`src/sv/pis_pkg.sv`:
```
// ----------------------------------------------------------------------------
// pis_pkg
// Shared codes and types for the playback index sequencer: play modes,
// command codes, register indexes and the flag groups passed between blocks.
// ----------------------------------------------------------------------------
`default_nettype none

package pis_pkg;

    localparam int CMD_WIDTH  = 3;
    localparam int MODE_WIDTH = 3;
    localparam int CFG_WIDTH  = 16;
    localparam int CFG_IDX_WIDTH = 2;

    typedef enum logic [MODE_WIDTH-1:0] {
        MODE_ONCE    = 3'd0,
        MODE_LOOP    = 3'd1,
        MODE_REFLECT = 3'd2,
        MODE_CLAMP   = 3'd3,
        MODE_ADVANCE = 3'd4
    } t_mode;

    localparam logic [CMD_WIDTH-1:0] CMD_UPDATE    = 3'd0;
    localparam logic [CMD_WIDTH-1:0] CMD_STEP      = 3'd1;
    localparam logic [CMD_WIDTH-1:0] CMD_STEP_BACK = 3'd2;
    localparam logic [CMD_WIDTH-1:0] CMD_PLAY      = 3'd3;
    localparam logic [CMD_WIDTH-1:0] CMD_REWIND    = 3'd4;
    localparam logic [CMD_WIDTH-1:0] CMD_FAST_FWD  = 3'd5;

    localparam logic [CFG_IDX_WIDTH-1:0] CFG_RANGE_START = 2'd0;
    localparam logic [CFG_IDX_WIDTH-1:0] CFG_RANGE_END   = 2'd1;
    localparam logic [CFG_IDX_WIDTH-1:0] CFG_PLAY_MODE   = 2'd2;
    localparam logic [CFG_IDX_WIDTH-1:0] CFG_STEP_AMOUNT = 2'd3;

    localparam logic [MODE_WIDTH-1:0] MODE_RESET = 3'd1;
    localparam logic [CFG_WIDTH-1:0]  STEP_RESET = 16'd1;

    typedef struct packed {
        logic dir_down;
        logic stop;
    } t_adv_flags;

    typedef struct packed {
        logic sent;
        logic stop;
        logic playing;
        logic dir_down;
    } t_step_flags;

endpackage

`default_nettype wire

```
`src/sv/pis_advance.sv`:
```
// ----------------------------------------------------------------------------
// pis_advance
// One sequencing step of the index inside [lower, upper]: wrap, reflect or
// clamp at the edges depending on the play mode.
// ----------------------------------------------------------------------------
`default_nettype none

module pis_advance #(
    parameter int INDEX_WIDTH = 16
) (
    input  wire [INDEX_WIDTH-1:0]        i_from,
    input  wire [INDEX_WIDTH-1:0]        i_lower,
    input  wire [INDEX_WIDTH-1:0]        i_upper,
    input  wire [pis_pkg::CFG_WIDTH-1:0] i_step,
    input  pis_pkg::t_mode               i_mode,
    input  wire                          i_dir_down,
    output logic [INDEX_WIDTH-1:0]       o_index,
    output pis_pkg::t_adv_flags          o_flags
);

    localparam int EW = ((INDEX_WIDTH > pis_pkg::CFG_WIDTH) ?
                         INDEX_WIDTH : pis_pkg::CFG_WIDTH) + 1;

    logic [EW-1:0] from_e;
    logic [EW-1:0] lower_e;
    logic [EW-1:0] upper_e;
    logic [EW-1:0] step_e;
    logic [EW-1:0] span_e;
    logic [EW-1:0] amt_a;
    logic [EW-1:0] amt_b;
    logic [EW-1:0] amt;
    logic [EW-1:0] sum_up;
    logic [EW-1:0] lim_dn;
    logic          over;
    logic          under;
    logic          is_once;

    assign from_e  = EW'(i_from);
    assign lower_e = EW'(i_lower);
    assign upper_e = EW'(i_upper);
    assign step_e  = EW'(i_step);
    assign span_e  = upper_e - lower_e;
    assign is_once = (i_mode == pis_pkg::MODE_ONCE);

    // step limited to upper, and to the range width when reflecting
    assign amt_a = (step_e > upper_e) ? upper_e : step_e;
    assign amt_b = ((i_mode == pis_pkg::MODE_REFLECT) && (amt_a > span_e)) ? span_e : amt_a;
    assign amt   = (amt_b == '0) ? EW'(1) : amt_b;

    assign sum_up = from_e + amt;
    assign lim_dn = lower_e + amt;
    assign over   = !i_dir_down && (sum_up > upper_e);
    assign under  = i_dir_down && (from_e < lim_dn);

    always_comb begin
        o_index          = i_dir_down ? INDEX_WIDTH'(from_e - amt) : INDEX_WIDTH'(sum_up);
        o_flags.dir_down = i_dir_down;
        o_flags.stop     = 1'b0;
        priority if (i_lower == i_upper) begin
            o_index      = i_upper;
            o_flags.stop = is_once;
        end else if (over) begin
            if (i_mode == pis_pkg::MODE_REFLECT) begin
                o_flags.dir_down = !i_dir_down;
                o_index          = INDEX_WIDTH'(upper_e - amt);
            end else if (i_mode == pis_pkg::MODE_CLAMP) begin
                o_flags.dir_down = !i_dir_down;
                o_index          = i_upper;
            end else begin
                o_flags.stop = is_once;
                o_index      = i_lower;
            end
        end else if (under) begin
            if (i_mode == pis_pkg::MODE_REFLECT) begin
                o_flags.dir_down = !i_dir_down;
                o_index          = INDEX_WIDTH'(lim_dn);
            end else if (i_mode == pis_pkg::MODE_CLAMP) begin
                o_flags.dir_down = !i_dir_down;
                o_index          = i_lower;
            end else begin
                o_flags.stop = is_once;
                o_index      = i_upper;
            end
        end else begin
            o_flags.stop = 1'b0;
        end
    end

endmodule

`default_nettype wire

```
`src/sv/pis_step.sv`:
```
// ----------------------------------------------------------------------------
// pis_step
// Command decode for one request: range check of the stored index, choice
// of the start point and direction, one shared step unit, and the new state.
// ----------------------------------------------------------------------------
`default_nettype none

module pis_step #(
    parameter int INDEX_WIDTH = 16
) (
    input  wire [INDEX_WIDTH-1:0]         i_range_start,
    input  wire [INDEX_WIDTH-1:0]         i_range_end,
    input  wire [pis_pkg::MODE_WIDTH-1:0] i_play_mode,
    input  wire [pis_pkg::CFG_WIDTH-1:0]  i_step_amount,
    input  wire [INDEX_WIDTH-1:0]         i_cur_index,
    input  wire                           i_dir_down,
    input  wire                           i_playing,
    input  wire [pis_pkg::CMD_WIDTH-1:0]  i_command,
    input  wire                           i_override_valid,
    input  wire [INDEX_WIDTH-1:0]         i_override_index,
    output logic [INDEX_WIDTH-1:0]        o_selected,
    output logic [INDEX_WIDTH-1:0]        o_next,
    output pis_pkg::t_step_flags          o_flags
);

    pis_pkg::t_mode      mode;
    pis_pkg::t_adv_flags adv_flags;
    logic [INDEX_WIDTH-1:0] lower;
    logic [INDEX_WIDTH-1:0] upper;
    logic [INDEX_WIDTH-1:0] cur0;
    logic [INDEX_WIDTH-1:0] base;
    logic [INDEX_WIDTH-1:0] adv_from;
    logic [INDEX_WIDTH-1:0] adv_index;
    logic                   reversed;
    logic                   dir0;
    logic                   adv_dir;
    logic                   out_of_range;

    assign mode = (i_play_mode > pis_pkg::MODE_ADVANCE) ? pis_pkg::MODE_LOOP
                                                        : pis_pkg::t_mode'(i_play_mode);

    assign reversed     = i_range_start > i_range_end;
    assign lower        = reversed ? i_range_end : i_range_start;
    assign upper        = reversed ? i_range_start : i_range_end;
    assign out_of_range = (i_cur_index < lower) || (i_cur_index > upper);
    assign cur0         = out_of_range ? i_range_start : i_cur_index;
    assign dir0         = (out_of_range || mode == pis_pkg::MODE_ONCE ||
                           mode == pis_pkg::MODE_LOOP) ? reversed : i_dir_down;

    // start point for play, rewind, fast forward and select
    always_comb begin
        base = cur0;
        if (i_command == pis_pkg::CMD_PLAY) begin
            if (!i_playing && mode == pis_pkg::MODE_ONCE && cur0 >= i_range_end) begin
                base = i_range_start;
            end
        end else if (i_command == pis_pkg::CMD_REWIND) begin
            base = i_range_start;
        end else if (i_command == pis_pkg::CMD_FAST_FWD) begin
            base = i_range_end;
        end
    end

    assign adv_from = (i_command == pis_pkg::CMD_STEP ||
                       i_command == pis_pkg::CMD_STEP_BACK) ? cur0 : base;
    assign adv_dir  = (i_command == pis_pkg::CMD_STEP_BACK) ? !dir0 : dir0;

    pis_advance #(
        .INDEX_WIDTH (INDEX_WIDTH)
    ) u_advance (
        .i_from     (adv_from),
        .i_lower    (lower),
        .i_upper    (upper),
        .i_step     (i_step_amount),
        .i_mode     (mode),
        .i_dir_down (adv_dir),
        .o_index    (adv_index),
        .o_flags    (adv_flags)
    );

    always_comb begin
        o_selected       = cur0;
        o_next           = cur0;
        o_flags.sent     = 1'b1;
        o_flags.stop     = 1'b0;
        o_flags.playing  = i_playing;
        o_flags.dir_down = dir0;
        if (i_override_valid) begin
            o_selected       = i_override_index;
            o_next           = i_override_index;
            o_flags.dir_down = i_dir_down;
        end else begin
            unique case (i_command)
                pis_pkg::CMD_UPDATE: begin
                    o_flags.sent = 1'b0;
                end
                pis_pkg::CMD_STEP: begin
                    o_selected       = adv_index;
                    o_next           = adv_index;
                    o_flags.stop     = adv_flags.stop;
                    o_flags.dir_down = adv_flags.dir_down;
                end
                pis_pkg::CMD_STEP_BACK: begin
                    // direction inverted for this step only
                    o_selected       = adv_index;
                    o_next           = adv_index;
                    o_flags.stop     = adv_flags.stop;
                    o_flags.dir_down = !adv_flags.dir_down;
                end
                pis_pkg::CMD_PLAY: begin
                    o_selected       = base;
                    o_flags.dir_down = adv_flags.dir_down;
                    if (adv_flags.stop) begin
                        o_next          = base;
                        o_flags.stop    = 1'b1;
                        o_flags.playing = 1'b0;
                    end else begin
                        o_next          = adv_index;
                        o_flags.playing = 1'b1;
                    end
                end
                default: begin
                    // rewind, fast forward and plain select
                    o_selected = base;
                    if (mode == pis_pkg::MODE_ADVANCE) begin
                        o_next           = adv_index;
                        o_flags.stop     = adv_flags.stop;
                        o_flags.dir_down = adv_flags.dir_down;
                    end else begin
                        o_next = base;
                    end
                end
            endcase
        end
    end

endmodule

`default_nettype wire

```
`src/sv/playback_index_sequencer.sv`:
```
// ----------------------------------------------------------------------------
// playback_index_sequencer
// Frame index sequencer for playback: steps a stored index through a
// start/end range in once, loop, reflect, clamp or advance-on-select modes.
// ----------------------------------------------------------------------------
// Each command request gives exactly one result. A request is held in an
// input register, decoded and stepped from there, and written to the result
// register together with the new index, direction and playing state once
// the result register is free or being read. The input register is refilled
// in the same cycle it drains, so throughput is one request per cycle; only
// a stall on the output side holds it back. Registers are written through
// the configuration channel, which is always ready; write them only while
// no request is in flight.
// ----------------------------------------------------------------------------
`default_nettype none

module playback_index_sequencer #(
    parameter int INDEX_WIDTH = 16
) (
    input  wire         i_clk,
    input  wire         i_rst_n,
    // configuration write channel
    input  wire         i_cfg_valid,
    output logic        o_cfg_ready,
    input  wire  [1:0]  i_cfg_index,
    input  wire  [15:0] i_cfg_data,
    // command requests
    input  wire         s_axis_tvalid,
    output logic        s_axis_tready,
    input  wire  [15:0] s_axis_tdata,   // [15:0] override_index
    input  wire  [3:0]  s_axis_tuser,   // [2:0] command, [3] override_valid
    // results
    output logic        m_axis_tvalid,
    input  wire         m_axis_tready,
    output logic [31:0] m_axis_tdata,   // [15:0] selected_index, [31:16] next_index
    output logic [1:0]  m_axis_tuser    // [0] selection_sent, [1] stop_request
);

    localparam int FW = 16;

    logic [INDEX_WIDTH-1:0]         r_range_start;
    logic [INDEX_WIDTH-1:0]         r_range_end;
    logic [pis_pkg::MODE_WIDTH-1:0] r_play_mode;
    logic [pis_pkg::CFG_WIDTH-1:0]  r_step_amount;

    logic [INDEX_WIDTH-1:0] r_cur_index;
    logic                   r_dir_down;
    logic                   r_playing;

    logic                          r_in_valid;
    logic [pis_pkg::CMD_WIDTH-1:0] r_in_command;
    logic                          r_in_override;
    logic [INDEX_WIDTH-1:0]        r_in_index;

    logic                   r_out_valid;
    logic [INDEX_WIDTH-1:0] r_out_selected;
    logic [INDEX_WIDTH-1:0] r_out_next;
    logic                   r_out_sent;
    logic                   r_out_stop;

    logic                   advance;
    logic                   in_take;
    logic [INDEX_WIDTH-1:0] n_selected;
    logic [INDEX_WIDTH-1:0] n_next;
    pis_pkg::t_step_flags   n_flags;

    assign o_cfg_ready   = 1'b1;
    assign advance       = r_in_valid && (!r_out_valid || m_axis_tready);
    assign s_axis_tready = !r_in_valid || advance;
    assign in_take       = s_axis_tvalid && s_axis_tready;

    always_ff @(posedge i_clk) begin
        if (!i_rst_n) begin
            r_range_start <= '0;
            r_range_end   <= '0;
            r_play_mode   <= pis_pkg::MODE_RESET;
            r_step_amount <= pis_pkg::STEP_RESET;
        end else if (i_cfg_valid) begin
            unique case (i_cfg_index)
                pis_pkg::CFG_RANGE_START: r_range_start <= INDEX_WIDTH'(i_cfg_data);
                pis_pkg::CFG_RANGE_END:   r_range_end   <= INDEX_WIDTH'(i_cfg_data);
                pis_pkg::CFG_PLAY_MODE:   r_play_mode   <= i_cfg_data[pis_pkg::MODE_WIDTH-1:0];
                default:                  r_step_amount <= i_cfg_data;
            endcase
        end
    end

    always_ff @(posedge i_clk) begin
        if (!i_rst_n) begin
            r_in_valid <= 1'b0;
        end else if (in_take) begin
            r_in_valid <= 1'b1;
        end else if (advance) begin
            r_in_valid <= 1'b0;
        end
    end

    always_ff @(posedge i_clk) begin
        if (in_take) begin
            r_in_command  <= s_axis_tuser[pis_pkg::CMD_WIDTH-1:0];
            r_in_override <= s_axis_tuser[pis_pkg::CMD_WIDTH];
            r_in_index    <= INDEX_WIDTH'(s_axis_tdata);
        end
    end

    pis_step #(
        .INDEX_WIDTH (INDEX_WIDTH)
    ) u_step (
        .i_range_start    (r_range_start),
        .i_range_end      (r_range_end),
        .i_play_mode      (r_play_mode),
        .i_step_amount    (r_step_amount),
        .i_cur_index      (r_cur_index),
        .i_dir_down       (r_dir_down),
        .i_playing        (r_playing),
        .i_command        (r_in_command),
        .i_override_valid (r_in_override),
        .i_override_index (r_in_index),
        .o_selected       (n_selected),
        .o_next           (n_next),
        .o_flags          (n_flags)
    );

    // sequencer state moves on with each request that reaches the result register
    always_ff @(posedge i_clk) begin
        if (!i_rst_n) begin
            r_cur_index <= '0;
            r_dir_down  <= 1'b0;
            r_playing   <= 1'b0;
        end else if (advance) begin
            r_cur_index <= n_next;
            r_dir_down  <= n_flags.dir_down;
            r_playing   <= n_flags.playing;
        end
    end

    always_ff @(posedge i_clk) begin
        if (!i_rst_n) begin
            r_out_valid <= 1'b0;
        end else if (advance) begin
            r_out_valid <= 1'b1;
        end else if (m_axis_tready) begin
            r_out_valid <= 1'b0;
        end
    end

    always_ff @(posedge i_clk) begin
        if (advance) begin
            r_out_selected <= n_selected;
            r_out_next     <= n_next;
            r_out_sent     <= n_flags.sent;
            r_out_stop     <= n_flags.stop;
        end
    end

    assign m_axis_tvalid = r_out_valid;
    assign m_axis_tdata  = {FW'(r_out_next), FW'(r_out_selected)};
    assign m_axis_tuser  = {r_out_stop, r_out_sent};

endmodule

`default_nettype wire

```
`config.mk`:
```
export PLATFORM = sky130hd
export DESIGN_NAME = playback_index_sequencer
export DESIGN_NICKNAME = d
export VERILOG_FILES = /design/src/sv/pis_pkg.sv /design/src/sv/pis_advance.sv /design/src/sv/pis_step.sv /design/src/sv/playback_index_sequencer.sv
export SDC_FILE = /design/constraint.sdc
export NUM_CORES = 1
export LEC_CHECK = 0
export BUFFER_PORTS_ARGS = -buffer_cell sky130_fd_sc_hd__buf_2
export CORE_MARGIN = 4
export CORE_UTILIZATION = 40
export CTS_CLUSTER_DIAMETER = 120
export CTS_CLUSTER_SIZE = 30
export DETAILED_ROUTE_END_ITERATION = 7
export PLACE_DENSITY = 0.67
export SLEW_MARGIN = 0
export SYNTH_ARGS = -nofsm -noshare
export SYNTH_HDL_FRONTEND = slang
export SYNTH_SLANG_ARGS = --single-unit
export TNS_END_PERCENT = 100
```
`constraint.sdc`:
```
create_clock -name i_clk -period 23.9 [get_ports i_clk]
set_clock_uncertainty 0.15 [all_clocks]
set_input_delay 2.39 -clock i_clk [delete_from_list [all_inputs] [get_ports i_clk]]
set_output_delay 2.39 -clock i_clk [all_outputs]
set_load 0.02 [all_outputs]
```
Word-level counts from Yosys, hierarchy flattened
Index checks and enable logic that the tools add are counted.
{"block": "totals", "regBits": 125, "latch_bits": 0, "ram_bits": 0, "mem_bits_ro": 0, "inputBits": 43, "output_inout_bits": 37, "word_cells": 126, "mem_count": 0}
{"block": "classes", "addsub": 5, "mul": 0, "div_mod_pow": 0, "magnitude_cmp": 9, "n_eq_ne": 12, "shifts": 0, "n_mux": 48, "n_bitwise": 2, "n_reduce_logical": 34}
{"cell": "2-to-1 mux 16 bit", "count": 21}
{"cell": "> comparator 16 bit", "count": 3}
{"cell": "one-hot mux 16 bit (3 select lines)", "count": 1}
{"cell": "adder 16 x 17 -> 17 bit", "count": 2}
{"cell": "2-to-1 mux 17 bit", "count": 2}
{"cell": "one-hot mux 16 bit (2 select lines)", "count": 1}
{"cell": "subtractor 16 bit", "count": 2}
{"cell": "2-to-1 mux 1 bit", "count": 19}
{"cell": "> comparator 16 x 17 -> 1 bit", "count": 1}
{"cell": "> comparator 17 x 16 -> 1 bit", "count": 1}
{"cell": "logical NOT 17 bit", "count": 1}
{"cell": "less-than comparator 16 x 17 -> 1 bit", "count": 1}
{"cell": "subtractor 16 x 16 -> 17 bit", "count": 1}
{"cell": "equality test 16 bit", "count": 1}
{"cell": "greater-or-equal comparator 16 bit", "count": 1}
{"cell": "less-than comparator 16 bit", "count": 1}
{"cell": "equality test 3 x 2 -> 1 bit, second input constant", "count": 4}
{"cell": "AND reduction 2 bit", "count": 5}
{"cell": "equality test 3 bit, second input constant", "count": 3}
{"cell": "logical AND 1 bit", "count": 7}
{"cell": "equality test 3 x 1 -> 1 bit, second input constant", "count": 2}
{"cell": "logical NOT 1 bit", "count": 6}
{"cell": "logical NOT 3 bit", "count": 2}
{"cell": "logical OR 1 bit", "count": 6}
{"cell": "12 further kinds", "count": 16}

Longest topological paths before layout
Gate-level depths: netlist of run 1.
{"block": "logic_depth", "depth_word": 18, "mapped_depth": 69}

Hierarchy
From an unflattened synthesis of run 1, not the netlist that was laid out.
{"block": "unflattened", "cells_unflattened": 2034, "hier_area_um2": 15655.0}
{"mod": "pis_advance", "instances": 1, "cells_per_inst": 995, "area_per_inst_um2": 6859.1, "seq_area_each_um2": 0.0}
{"mod": "pis_step", "instances": 1, "cells_per_inst": 703, "area_per_inst_um2": 4525.6, "seq_area_each_um2": 0.0}
{"mod": "playback_index_sequencer", "instances": 1, "cells_per_inst": 336, "area_per_inst_um2": 4270.3, "seq_area_each_um2": 3042.9}

Least setup slack after synthesis of run 1
OpenSTA, ideal clock, no wires.
{"block": "synth_path", "path_type": "reg-to-reg", "startpoint": "register r_range_end[15]", "endpoint": "register r_out_selected[14] (data pin)", "arrival_ns": 12.884, "required_time_ns": 23.489, "slack_ns": 10.605, "path_stages_with_launch": 56, "cell_sequence": "dfxtp_1 -> inv_1 -> ha_1 -> nand4_2 -> or4_4 -> a21o_1 -> a31oi_2 -> buf_2 -> clkbuf_1 -> clkbuf_1 -> nand2_1 -> o21ai_0 -> inv_1 -> ha_1 -> a21o_1 -> a21o_1 -> a211o_1 -> a21o_1 -> (+20 left out) -> nor2_1 -> o311ai_0 -> a221oi_1 -> mux2i_1 -> and4_1 -> ha_1 -> a2111oi_0 -> o221ai_1 -> nor2_1 -> o21ai_0 -> a21oi_1 -> or3_1 -> buf_2 -> clkbuf_1 -> and4_1 -> o22ai_1 -> a221oi_1 -> nor2_1"}
{"block": "synth_via", "elab_chain_len": 17, "word_cells_on_any_way": 47, "classes_between": "5 x add/sub; 8 x order compare; 1 x eq/ne; 23 x mux; 10 x reduce/logical"}
{"item": "start, declared", "line": "playback_index_sequencer.sv:42", "source": "logic [INDEX_WIDTH-1:0] r_range_end;"}
{"item": "start signal, assigned", "line": "playback_index_sequencer.sv:81", "source": "pis_pkg::CFG_RANGE_END: r_range_end <= INDEX_WIDTH'(i_cfg_data);"}
{"item": "> comparator 16 bit", "line": "pis_step.sv:42", "source": "assign reversed = i_range_start > i_range_end;"}
{"item": "2-to-1 mux 16 bit, on equally long branches", "line": "pis_step.sv:44, pis_step.sv:43"}
{"item": "> comparator 16 bit (tied with other cells)", "line": "pis_advance.sv:46", "source": "assign amt_a = (step_e > upper_e) ? upper_e : step_e;"}
{"item": "2-to-1 mux 16 bit or logical OR 1 bit (tied branches)", "line": "pis_advance.sv:46, pis_step.sv:45"}
{"item": "> comparator 16 x 17 -> 1 bit or 2-to-1 mux 16 bit (tied branches)", "line": "pis_advance.sv:47, pis_step.sv:46"}
{"item": "logical AND 1 bit or greater-or-equal comparator 16 bit (tied branches)", "line": "pis_advance.sv:47, pis_step.sv:54"}
{"item": "2-to-1 mux 17 bit or logical AND 1 bit (tied branches)", "line": "pis_advance.sv:47, pis_step.sv:54"}
{"item": "logical NOT 17 bit or 2-to-1 mux 16 bit (tied branches)", "line": "pis_advance.sv:48, pis_step.sv:54"}
{"item": "(+2 left out)"}
{"item": "less-than comparator 16 x 17 -> 1 bit (tied with other cells)", "line": "pis_advance.sv:53", "source": "assign under = i_dir_down && (from_e < lim_dn);"}
{"item": "logical AND 1 bit (tied with other cells)", "line": "pis_advance.sv:53"}
{"item": "2-to-1 mux 16 bit or logical AND 1 bit (tied branches)", "line": "pis_advance.sv:73, pis_advance.sv:52"}
{"item": "2-to-1 mux 16 bit", "line": "pis_advance.sv:62", "source": "end else if (over) begin"}
{"item": "2-to-1 mux 16 bit", "line": "pis_advance.sv:59", "source": "priority if (i_lower == i_upper) begin"}
{"item": "one-hot mux 16 bit (2 select lines) *", "line": "pis_step.sv:93", "source": "unique case (i_command)"}
{"item": "2-to-1 mux 16 bit *", "line": "pis_step.sv:88", "source": "if (i_override_valid) begin"}
{"item": "net n_selected[14]", "line": "playback_index_sequencer.sv:63", "source": "logic [INDEX_WIDTH-1:0] n_selected;"}
{"item": "end signal, assigned", "line": "playback_index_sequencer.sv:149", "source": "r_out_selected <= n_selected;"}
{"item": "end, declared", "line": "playback_index_sequencer.sv:56", "source": "logic [INDEX_WIDTH-1:0] r_out_selected;"}
The timed path passes the listed nets; every way through them passes the cells marked *.
A chain may end at the register's enable or synchronous reset.

Worst setup path in the final report of run 1
{"block": "layout_path", "startpoint": "register r_range_end[14]", "endpoint": "register r_out_next[5] (data pin)"}
{"block": "layout_via", "elab_chain_len": 18, "word_cells_on_any_way": 52, "classes_between": "5 x add/sub; 8 x order compare; 1 x eq/ne; 28 x mux; 10 x reduce/logical"}
{"item": "> comparator 16 bit", "line": "pis_step.sv:42"}
{"item": "2-to-1 mux 16 bit, on equally long branches", "line": "pis_step.sv:44, pis_step.sv:43"}
{"item": "> comparator 16 bit (tied with other cells)", "line": "pis_advance.sv:46"}
{"item": "2-to-1 mux 16 bit or logical OR 1 bit (tied branches)", "line": "pis_advance.sv:46, pis_step.sv:45"}
{"item": "> comparator 16 x 17 -> 1 bit or 2-to-1 mux 16 bit (tied branches)", "line": "pis_advance.sv:47, pis_step.sv:46"}
{"item": "logical AND 1 bit or greater-or-equal comparator 16 bit (tied branches)", "line": "pis_advance.sv:47, pis_step.sv:54"}
{"item": "2-to-1 mux 17 bit or logical AND 1 bit (tied branches)", "line": "pis_advance.sv:47, pis_step.sv:54"}
{"item": "logical NOT 17 bit or 2-to-1 mux 16 bit (tied branches)", "line": "pis_advance.sv:48, pis_step.sv:54"}
{"item": "(+3 left out)"}
{"item": "logical AND 1 bit (tied with other cells)", "line": "pis_advance.sv:53"}
{"item": "2-to-1 mux 16 bit (tied with other cells)", "line": "pis_advance.sv:73", "source": "end else if (under) begin"}
{"item": "2-to-1 mux 16 bit or 2-to-1 mux 2 bit (tied branches)", "line": "pis_advance.sv:62"}
{"item": "2-to-1 mux 16 bit or 2-to-1 mux 1 bit (tied branches)", "line": "pis_advance.sv:59"}
{"item": "2-to-1 mux 16 bit, on equally long branches", "line": "pis_step.sv:125, pis_step.sv:113"}
{"item": "one-hot mux 16 bit (3 select lines) *", "line": "pis_step.sv:93"}
{"item": "2-to-1 mux 16 bit *", "line": "pis_step.sv:88"}
{"item": "net n_next[5]", "line": "playback_index_sequencer.sv:64", "source": "logic [INDEX_WIDTH-1:0] n_next;"}
{"item": "end signal, assigned", "line": "playback_index_sequencer.sv:150", "source": "r_out_next <= n_next;"}
{"item": "end, declared", "line": "playback_index_sequencer.sv:57", "source": "logic [INDEX_WIDTH-1:0] r_out_next;"}
Marks and branches as above.

==> summary.md, run 1 <==
| Metric | Value |
|---|---|
| Post-CTS Hold Fix Bufs | 0 |
| Async S/R FF share, synth | 0% |
| WS Path Type | flip-flop to flip-flop |
| CTS buffer count | 17 |
| DR pass1 iterations | 6 |
| Synth Area per Inst | 7.53 um^2 |
| Crit path buf inv count | 5 |
| Remaining antenna violation count | 0 |
| Critical Path End Type | flip-flop |
| Hold Crit Class | flip-flop to flip-flop |
| Static leakage | 7.11 nW |
| Sw frac | 56.1% |
| GR Util All Layers | 33.5% |
| Nets | 2259 |
| Fill cells | 3739 |
| Crit path required time | 23.92 ns |
| HPWL after DPL | 55.6 mm |
| Postcts setup bufs | 0 |
| Post-Synthesis Cells | 1980 |
| DR vias | 16400 |
| Final Max Tran Viols | 0 |
| Clock Latency Late Sink | 0.44 ns |
| Number of flops mapped to enable cells by yosys | 54 |
| Max Cap Viol | 0 |
| Total number of yosys warnings | 0 |
| Starting density of the core | 40.6% |
| Final setup violation count | 0 |
| WL/cell | 28.2 um |
| Final worst path period share | 76.9% |
| Final WS setup | 5.51 ns |
| Power share of the combinational group | 75.1% |
| Avg Vias per Cell | 6.56 |
| Internal Power | 0.904 mW |
| Outcome | finished clean |
| PD cells | 125 nW/um^2 |
| Vias in the first global route | 15400 |
| Clock Sinks | 125 |
| Port buffer count | 78 |
| Psw | 1.15 mW |
| Diodes inserted | 0 |
| Flops & latches, synth | 125 |
| Largest net degree at the start of global routing | 56 |
| Grt total ovfl | 0 |
| Root Driver | clkbuf_16 |
| Rel. slew slack | 11.0% |
| Die X-Extent | 201 um |
| Setup TNS | 0 ns |
| Arr. time, crit path | 18.41 ns |
| Area delta synth->final | 10.1% |
| Clk slew on worst S/H paths | 0.07 ns |
| Sequential share of power | 12.8% |
| Share of cells above drive strength 1 | 11.7% |
| Post-layout minimum cycle time | 18.39 ns |
| CP max stage delay | 1.05 ns |
| Maximum VDD drop | 0.0663 mV |
| Crit-path slowest cell | o311ai_0 |
| Vert. Die Dim | 201 um |
| Die Area | 40400 um^2 |
| # H-tree levels | 4 |
| Worst setup SP type | flip-flop |
| Initial DRC Count | 2216 |
| Final Hold Vio Count | 0 |
| DRC Markers | 0 |
| RSZ-0062 raised after global routing | false |
| Rows | 70 |
| CP max FO | 32 |
| Initial antenna violation count | 1 |
| Highest Clock Rate | 0.0544 GHz |
| Number of placed I/O pins | 80 |
| Multi-input logic area | 11000 um^2 |
| Gp weighted congestion | 1.08 |
| CP delay by family, top | compound AO/OA/AOI/OAI gates |
| Most common cell after layout, fill and taps aside | nand2_1 |
| Sequential share of the synthesized area | 20.4% |
| Synth Flop Type | dfxtp_1 |
| Mapped cell area | 14900 um^2 |
| Placement Setup Slack | 5.95 ns |
| Syn_nets | 2214 |
| Clock Power Share | 12.1% |
| First-pass GRT wire length | 102 mm |
| Distinct cell type count after synthesis | 104 |
| Worst-margin pin slew | 1.32 ns |
| TritonCTS clock tree | yes |
| CTS resizes | 0 |
| Most frequent cells in the layout | nand2_1, a21oi_1, ha_1, nor2_1, inv_1 |
| Wirelength, routed | 70.6 mm |
| FF+latch area | 3040 um^2 |
| Longest Clk Path Bufs | 2 |
| Core Area | 36700 um^2 |
| Layout Utilization | 44.7% |
==> power by group through the flow <==
stage	clock network [mW]	logic (mW)	registers [mW]
6_report	0.248	1.55	0.264
3_3_place_gp	0	1.46	0.268
2_1_floorplan	0	0.993	0.264
3_5_place_dp	0	1.46	0.268
5_1_grt	0.261	1.64	0.265
4_1_cts	0.251	1.48	0.263
==> sequential cells by signal (all words and copies together) (netlist names) <==
register	flops
r_out_stop	1
r_dir_down	1
r_in_valid	1
r_out_sent	1
r_in_index	16
r_cur_index	16
r_playing	1
m_axis_tvalid	1
r_in_override	1
r_in_command	3
r_range_end	16
r_out_selected	16
r_range_start	16
r_play_mode	3
r_out_next	16
r_step_amount	16
==> through the flow <==
step	hold WS [ns]	instances	instance area, um^2	total power, mW
2_1_floorplan	0.300	1980	14900	1.26
3_3_place_gp	0.319	2472	15900	1.73
3_5_place_dp	0.332	2474	15900	1.73
4_1_cts	0.342	2506	16400	1.99
5_1_grt	0.359	2506	16400	2.16
6_report	0.341	2506	16400	2.06
==> worst paths after layout <==
| path | cells after the start | slack [ns] | end | startpoint |
|---|---|---|---|---|
| max | 59 | 5.51 | r_out_next[5] | r_range_end[14] |
| min | 2 | 0.34 | r_step_amount[11] | r_step_amount[11] |
| max reg2reg | 59 | 5.51 | r_out_next[5] | r_range_end[14] |
| min reg2reg | 2 | 0.34 | r_step_amount[11] | r_step_amount[11] |
==> cell families (layout without fill, tap and decap cells) <==
| group | Yosys count | after routing | synth area share [%] |
|---|---|---|---|
| multiplexers | 54 | 54 | 3.81 |
| AO/OA/AOI/OAI | 659 | 659 | 29.7 |
| flip-flops | 125 | 125 | 20.4 |
| other | 1 | 1 | 0.0251 |
| XOR/XNOR | 54 | 54 | 3.17 |
| adder cells (fa/ha/maj) | 191 | 191 | 16.2 |
| buffers and inverters | 235 | 293 | 6.18 |
| AND/OR/NAND/NOR | 661 | 661 | 20.5 |
==> per-layer routing <==
| layer | wire, um | part of all wire, % | vias up | track usage [%] |
|---|---|---|---|---|
| met1 | 28400 | 40 | 7764 | 44.2 |
| met2 | 29700 | 42 | 1044 | 50.9 |
| li1 | - | - | 7367 | - |
| met4 | 5140 | 7.3 | 0 | 19.6 |
| met3 | 7360 | 10 | 254 | 6.59 |
| met5 | 0 | 0 | - | 0 |
==> cell usage after synthesis (all sizes together), types with 12 or more instances <==
cell type,number,area (um^2)
or3,13,81.3
nor2,157,604
o21ai,139,699
ha,187,2340
clkbuf,74,278
nand2,263,992
nand4,21,138
mux2i,32,320
buf,24,130
o211ai,33,258
a31oi,17,119
o21a,12,90.1
inv,136,510
mux2,22,248
and3,23,144
xor2,14,123
nand3,30,150
edfxtp,54,1620
nand2b,18,113
nor3,48,245
a211oi,22,170
xnor2,40,350
nor2b,37,231
a221oi,23,201
dfxtp,71,1420
a21oi,202,1030
o31ai,13,116
a21o,53,398
==> cell type report <==
type                            instances  share of cell area (%)
Clock buffer                           17                    2.59
Clock inverter                         15                   0.777
Inverter                              137                    3.13
Multi-Input combinational cell       1620                    66.9
Sequential cell                       125                    18.5
Tap cell                              468                    3.57
Timing Repair Buffer                  124                    4.48
==> worst register-to-register path, delay by kind of cell, from the launching register on <==
kind | cells | cell delay, ns
AO/OA/AOI/OAI | 29 | 9.25
adder cells (fa/ha/maj) | 5 | 1.57
buffers and inverters | 5 | 1.20
flip-flops | 1 | 0.47
multiplexers | 2 | 1.00
AND/OR/NAND/NOR | 18 | 4.47
Power figures use the tool's default switching activity.
==> run 2: changes to the inputs <==
--- a/config.mk
+++ b/config.mk
@@ -5,13 +5,14 @@
 export SDC_FILE = /design/constraint.sdc
 export NUM_CORES = 1
 export LEC_CHECK = 0
+export ABC_AREA = 1
 export BUFFER_PORTS_ARGS = -buffer_cell sky130_fd_sc_hd__buf_2
 export CORE_MARGIN = 4
 export CORE_UTILIZATION = 40
 export CTS_CLUSTER_DIAMETER = 120
 export CTS_CLUSTER_SIZE = 30
 export DETAILED_ROUTE_END_ITERATION = 7
-export PLACE_DENSITY = 0.67
+export PLACE_DENSITY = 0.69
 export SLEW_MARGIN = 0
 export SYNTH_ARGS = -nofsm -noshare
 export SYNTH_HDL_FRONTEND = slang
==> constraint.sdc (replaced) <==
create_clock -name i_clk -period 15.1 [get_ports i_clk]
set_clock_uncertainty 0.15 [all_clocks]
set_input_delay 1.51 -clock i_clk [delete_from_list [all_inputs] [get_ports i_clk]]
set_output_delay 1.51 -clock i_clk [all_outputs]
set_load 0.02 [all_outputs]
==> summary.md, run 2 <==
| Metric | Value |
|---|---|
| Outcome | finished clean |
| Highest Clock Rate | 0.0729 GHz |
| Number of flops mapped to enable cells by yosys | 54 |
| WS Path Type | flip-flop to flip-flop |
| PD cells | 153 nW/um^2 |
| Cell taking the most area after synthesis | ha_1 |
| Fraction of the mapped netlist area in adder cells | 16.4% |
| Worst setup SP type | flip-flop |
| Share of cells above drive strength 1 | 10.1% |
| Most common cell after layout, fill and taps aside | nand2_1 |
| Post-synthesis compound-gate area fraction | 22.4% |
| Avg Vias per Cell | 5.73 |
| Synth Flop Type | dfxtp_1 |
| Vert. Die Dim | 200 um |
| Final setup violation count | 0 |
| GR Util All Layers | 29.0% |
| TritonCTS clock tree | yes |
| Hold Crit Class | flip-flop to flip-flop |
| Maximum VDD drop | 0.0906 mV |
| Postcts setup bufs | 0 |
| Most common cell in the netlist | nand2_1 |
| HPWL after DPL | 48.1 mm |
| Async S/R FF share, synth | 0% |
| Clk slew on worst S/H paths | 0.06 ns |
| CP max FO | 62 |
| Root Driver | clkbuf_16 |
| Post-synthesis xor/xnor area fraction | 3.68% |
| First-pass GRT wire length | 88.5 mm |
| Flops & latches, synth | 125 |
| Mux contribution to synthesized area | 0% |
| Starting density of the core | 40.4% |
| Psw | 1.34 mW |
| Longest Clk Path Bufs | 2 |
| Crit-path slowest cell | o21ai_1 |
| Final worst path period share | 90.8% |
| Largest net degree at the start of global routing | 63 |
| Power share of the combinational group | 67.3% |
| Fill cells | 3853 |
| DR vias | 15800 |
| Worst Setup SP | r_range_end[4] |
| Setup TNS | 0 ns |
| Core Area | 36400 um^2 |
| Most frequent cells in the layout | nand2_1, inv_1, o21ai_0, ha_1, a21oi_1 |
| CTS buffer count | 17 |
| Die Area | 40000 um^2 |
| Total number of yosys warnings | 0 |
| CP max stage delay | 0.56 ns |
| Mapped cell area | 14700 um^2 |
| Rel. slew slack | 17.2% |
| Largest family of logic cells by synthesized area | simple AND/OR/NAND/NOR gates |
| DR pass1 iterations | 8 |
| Internal Power | 1.12 mW |
| Rows | 70 |
| Synth top area share | 15.9% |
| Wirelength, routed | 59.1 mm |
| Post-Synthesis Cells | 2239 |
| Clock Power Share | 16.4% |
| Number of placed I/O pins | 80 |
| Port buffer count | 78 |
| Syn_nets | 2473 |
| Sw frac | 54.4% |
| Diodes inserted | 0 |
| Critical Path End Type | flip-flop |
| Worst-margin pin slew | 1.24 ns |
| Max Cap Viol | 0 |
| DRC Markers | 0 |
| Simple-gate share of the synthesized area | 26.1% |
| Clock Latency Late Sink | 0.43 ns |
| Gp weighted congestion | 1.02 |
| Nets | 2509 |
| Die X-Extent | 200 um |
| Placed cell area | 15500 um^2 |
| Grt total ovfl | 0 |
| Final instance area | 16000 um^2 |
| Post-CTS Hold Fix Bufs | 0 |
| FF+latch area | 3040 um^2 |
| RSZ-0062 raised after global routing | false |
| Crit path required time | 15.28 ns |
| Min-delay src | r_play_mode[1] |
| Vias in the first global route | 15000 |
| Top post-synthesis cells by count | nand2_1, inv_1, o21ai_0, ha_1, a21oi_1 |
| Distinct cell type count after synthesis | 53 |
| # H-tree levels | 4 |
| Final Hold Vio Count | 0 |
| Clock Sinks | 125 |
| Arr. time, crit path | 13.90 ns |
| Post-layout minimum cycle time | 13.72 ns |
| Sequential share of the synthesized area | 20.7% |
| Initial antenna violation count | 4 |
| Crit path top cell by count | nand2_1 |
| WL/cell | 21.4 um |
| Final Max Tran Viols | 0 |
| Initial DRC Count | 1569 |
| Worst r2r src | r_range_end[4] |
| Sequential share of power | 16.3% |
| Remaining antenna violation count | 0 |
| Static leakage | 8.01 nW |
| Area delta synth->final | 8.83% |
| Synth area leaders | ha_1, nand2_1, edfxtp_1, dfxtp_1, inv_1 |
| Multi-input logic area | 10100 um^2 |
| Synth Area per Inst | 6.58 um^2 |
run 2: changes by cell type after synthesis, moves of 35 or more:
cell	delta
inv_1	+160
nand3_1	+96
o21ai_1	+41
a21o_1	-48
nor2_1	-40
xor2_1	+35
nor2b_1	-37
o21ai_0	+67
nand2_1	+295
run 2: cell type report:
type | instances | share of cell area (%)
multi-input cells | 1715 | 63.0
flip-flops and latches | 125 | 19.0
inverters | 318 | 7.44
well taps | 468 | 3.65
repair buffers | 98 | 3.37
clock buffers | 18 | 2.74
clock inverters | 14 | 0.804
run 2: worst paths after layout:
kind / endpoint / cells after the start / slack, ns
worst min-delay path: r_play_mode[1] / 2 / 0.34
worst max register to register: r_cur_index[14] / 76 / 1.38
worst min register to register: r_play_mode[1] / 2 / 0.34
worst max-delay path: r_cur_index[14] / 76 / 1.38
run 2: kinds of logic (layout without fill, tap and decap cells):
| family | count (synthesis) | after routing |
|---|---|---|
| fa+ha+maj | 191 | 191 |
| flops | 125 | 125 |
| xor+xnor | 61 | 61 |
| buf+inv | 399 | 448 |
| simple gates | 890 | 890 |
| other cells | 1 | 1 |
| compound gates | 572 | 572 |
run 2: layer usage:
layer,wire [um],up-vias,GRT usage [%]
met2,26900,669,47.5
met3,4210,146,4.25
li1,-,7592,-
met4,2830,0,12.1
met1,25100,7383,38.3
met5,0,-,0
run 2: repair_timing:
item | 4_1_cts | 5_1_grt
endpoints found under the setup margin | 0 | 2
hold endpoints to repair | 0 | 0
gates resized for setup | 0 | 1
run 2: power by group through the flow:
| stage | combinational [mW] | sequential [mW] | clock, mW |
|---|---|---|---|
| after floorplan | 1.12 | 0.410 | 0 |
| after global placement | 1.60 | 0.407 | 0 |
| after detailed placement | 1.61 | 0.407 | 0 |
| after CTS | 1.62 | 0.400 | 0.404 |
| after global routing | 1.82 | 0.402 | 0.420 |
| final | 1.65 | 0.401 | 0.402 |
run 2: through the flow:
stage	hold slack, ns	power (mW)	setup slack [ns]	util [%]	std cells
2_1_floorplan	0.295	1.53	4.36	-	2239
3_3_place_gp	0.318	2.01	1.56	42.5	2724
3_5_place_dp	0.318	2.02	1.43	42.5	2724
4_1_cts	0.331	2.42	1.35	44.0	2756
5_1_grt	0.369	2.64	0.172	44.0	2756
6_report	0.336	2.45	1.38	44.0	2756
run 2: worst max-delay path: cells and delay by family (launching register included):
family	cells	cell delay [ns]
flops	1	0.32
simple gates	36	4.59
compound gates	24	4.71
buf+inv	9	1.50
fa+ha+maj	6	2.12
xor+xnor	1	0.16
==> run 3: changes to the inputs <==
--- a/config.mk
+++ b/config.mk
@@ -7,12 +7,14 @@
 export LEC_CHECK = 0
 export ABC_AREA = 1
 export BUFFER_PORTS_ARGS = -buffer_cell sky130_fd_sc_hd__buf_2
+export CAP_MARGIN = 20
 export CORE_MARGIN = 4
-export CORE_UTILIZATION = 40
+export CORE_UTILIZATION = 30
+export CTS_BUF_LIST = sky130_fd_sc_hd__clkbuf_16
 export CTS_CLUSTER_DIAMETER = 120
 export CTS_CLUSTER_SIZE = 30
 export DETAILED_ROUTE_END_ITERATION = 7
-export PLACE_DENSITY = 0.69
+export PLACE_DENSITY = 0.58
 export SLEW_MARGIN = 0
 export SYNTH_ARGS = -nofsm -noshare
 export SYNTH_HDL_FRONTEND = slang
==> summary.md, run 3 (synthesized netlist as in run 2, its figures left out) <==
| Metric | Value |
|---|---|
| Clk slew on worst S/H paths | 0.06 ns |
| Crit path top cell by count | nand2_1 |
| Crit path required time | 15.13 ns |
| CTS buffer count | 17 |
| Rel. slew slack | 26.9% |
| First-pass GRT wire length | 90.8 mm |
| Total Power | 2.46 mW |
| Arr. time, crit path | 13.92 ns |
| Post-CTS Hold Fix Bufs | 0 |
| Share of cells above drive strength 1 | 10.2% |
| GR Util All Layers | 22.4% |
| DRC Markers | 0 |
| Nets | 2514 |
| Vias in the first global route | 14900 |
| Placed cell area | 15700 um^2 |
| Final Max Tran Viols | 0 |
| Fill cells | 5268 |
| Non-filler cells, final | 2949 |
| RSZ-0062 raised after global routing | false |
| Setup TNS | 0 ns |
| Number of placed I/O pins | 80 |
| Placement Setup Slack | 0.927 ns |
| Final worst path period share | 92.0% |
| Endpoint of the worst register-to-register path | r_out_selected[6] |
| Layout Utilization | 33.9% |
| Maximum VDD drop | 0.0802 mV |
| Final instance area | 16300 um^2 |
| Clock Sinks | 125 |
| Rows | 80 |
| Worst setup SP type | flip-flop |
| Final WS setup | 1.21 ns |
| Static leakage | 8.02 nW |
| DR vias | 15800 |
| Avg Vias per Cell | 5.35 |
| Most frequent cells in the layout | nand2_1, inv_1, o21ai_0, ha_1, a21oi_1 |
| HPWL after DPL | 49.9 mm |
| Die Area | 52700 um^2 |
| Power share of the combinational group | 67.4% |
| Worst r2r src | r_range_end[7] |
| Post-layout minimum cycle time | 13.89 ns |
| WS Path Type | flip-flop to flip-flop |
| CP max FO | 62 |
| Starting density of the core | 30.6% |
| Clock Latency Late Sink | 0.45 ns |
| Hold path depth | 2 |
| Grt total ovfl | 0 |
| FF+latch area | 3040 um^2 |
| DR pass1 iterations | 5 |
| Hold Crit Class | flip-flop to flip-flop |
| Psw | 1.33 mW |
| Highest Clock Rate | 0.0720 GHz |
| Cells on worst reg2reg path | 72 |
| Largest net degree at the start of global routing | 63 |
| TritonCTS clock tree | yes |
| Critical Path End Type | flip-flop |
| WHS Endpoint | r_play_mode[1] |
| Port buffer count | 78 |
| PD cells | 150 nW/um^2 |
| Vert. Die Dim | 230 um |
| Min-delay src | r_play_mode[1] |
| Core Area | 48100 um^2 |
| Initial DRC Count | 1666 |
| Area delta synth->final | 10.8% |
| Gp weighted congestion | 1.02 |
| Sw frac | 54.1% |
| Hold slack | 0.330 ns |
| R2R setup slack | 1.21 ns |
| Worst-margin pin slew | 1.09 ns |
| Remaining antenna violation count | 0 |
| Die X-Extent | 230 um |
| WL/cell | 20.7 um |
| Wirelength, routed | 61.0 mm |
| Most common cell after layout, fill and taps aside | nand2_1 |
| Root Driver | clkbuf_16 |
| Sequential share of power | 16.3% |
| # H-tree levels | 4 |
| Max Cap Viol | 0 |
| CP max stage delay | 0.57 ns |
| Final Hold Vio Count | 0 |
| Initial antenna violation count | 1 |
| Final setup violation count | 0 |
| Diodes inserted | 0 |
| Crit-path slowest cell | o21ai_1 |
| Clock Power Share | 16.2% |
| Internal Power | 1.13 mW |
| Outcome | finished clean |
| Longest Clk Path Bufs | 2 |
| Dpl cells | 2915 |
| Multi-input logic area | 10100 um^2 |
## run 3: worst max path at each step
stage | cells past startpoint | endpoint | start
after floorplan | 75 | r_out_selected[7] | r_range_end[7]
after global placement | 71 | r_out_selected[10] | r_range_end[11]
after detailed placement | 72 | r_out_selected[10] | r_range_end[7]
after CTS | 72 | r_out_selected[10] | r_range_end[7]
after global routing | 73 | r_cur_index[10] | r_range_end[7]
final | 72 | r_out_selected[6] | r_range_end[7]
## run 3: worst max-delay path, delay by kind of cell, from the launching register on
kind / cells / cell delay, ns
buf+inv: 6 / 1.07
compound gates: 26 / 5.41
xor+xnor: 1 / 0.17
simple gates: 33 / 4.33
fa+ha+maj: 6 / 2.08
flops: 1 / 0.38
## run 3: power groups by stage
| stage | clock network [mW] | registers [mW] | logic, mW |
|---|---|---|---|
| 5_1_grt | 0.422 | 0.403 | 1.82 |
| 3_3_place_gp | 0 | 0.408 | 1.61 |
| 2_1_floorplan | 0 | 0.410 | 1.12 |
| 4_1_cts | 0.403 | 0.401 | 1.63 |
| 6_report | 0.398 | 0.401 | 1.66 |
| 3_5_place_dp | 0 | 0.408 | 1.62 |
## run 3: area by class of cell
cell class                      instances  share of cell area (%)
Sequential cell                       125                    18.6
Multi-Input combinational cell       1715                    62.0
Clock buffer                           17                    2.61
Clock inverter                         15                   0.812
Timing Repair Buffer                  103                    3.62
Inverter                              318                    7.31
Tap cell                              656                    5.03
## run 3: repair_timing
item,in CTS,in global routing
endpoints found under the setup margin,0,49
setup buffers,0,0
hold endpoints to repair,0,0
resized for setup,0,2
## run 3: per-layer routing
metal  global-route usage [%]  routed length (um)
met1                     29.4               26400
met2                     36.8               27800
met3                     3.53                4260
met4                     8.79                2580
met5                        0                   0
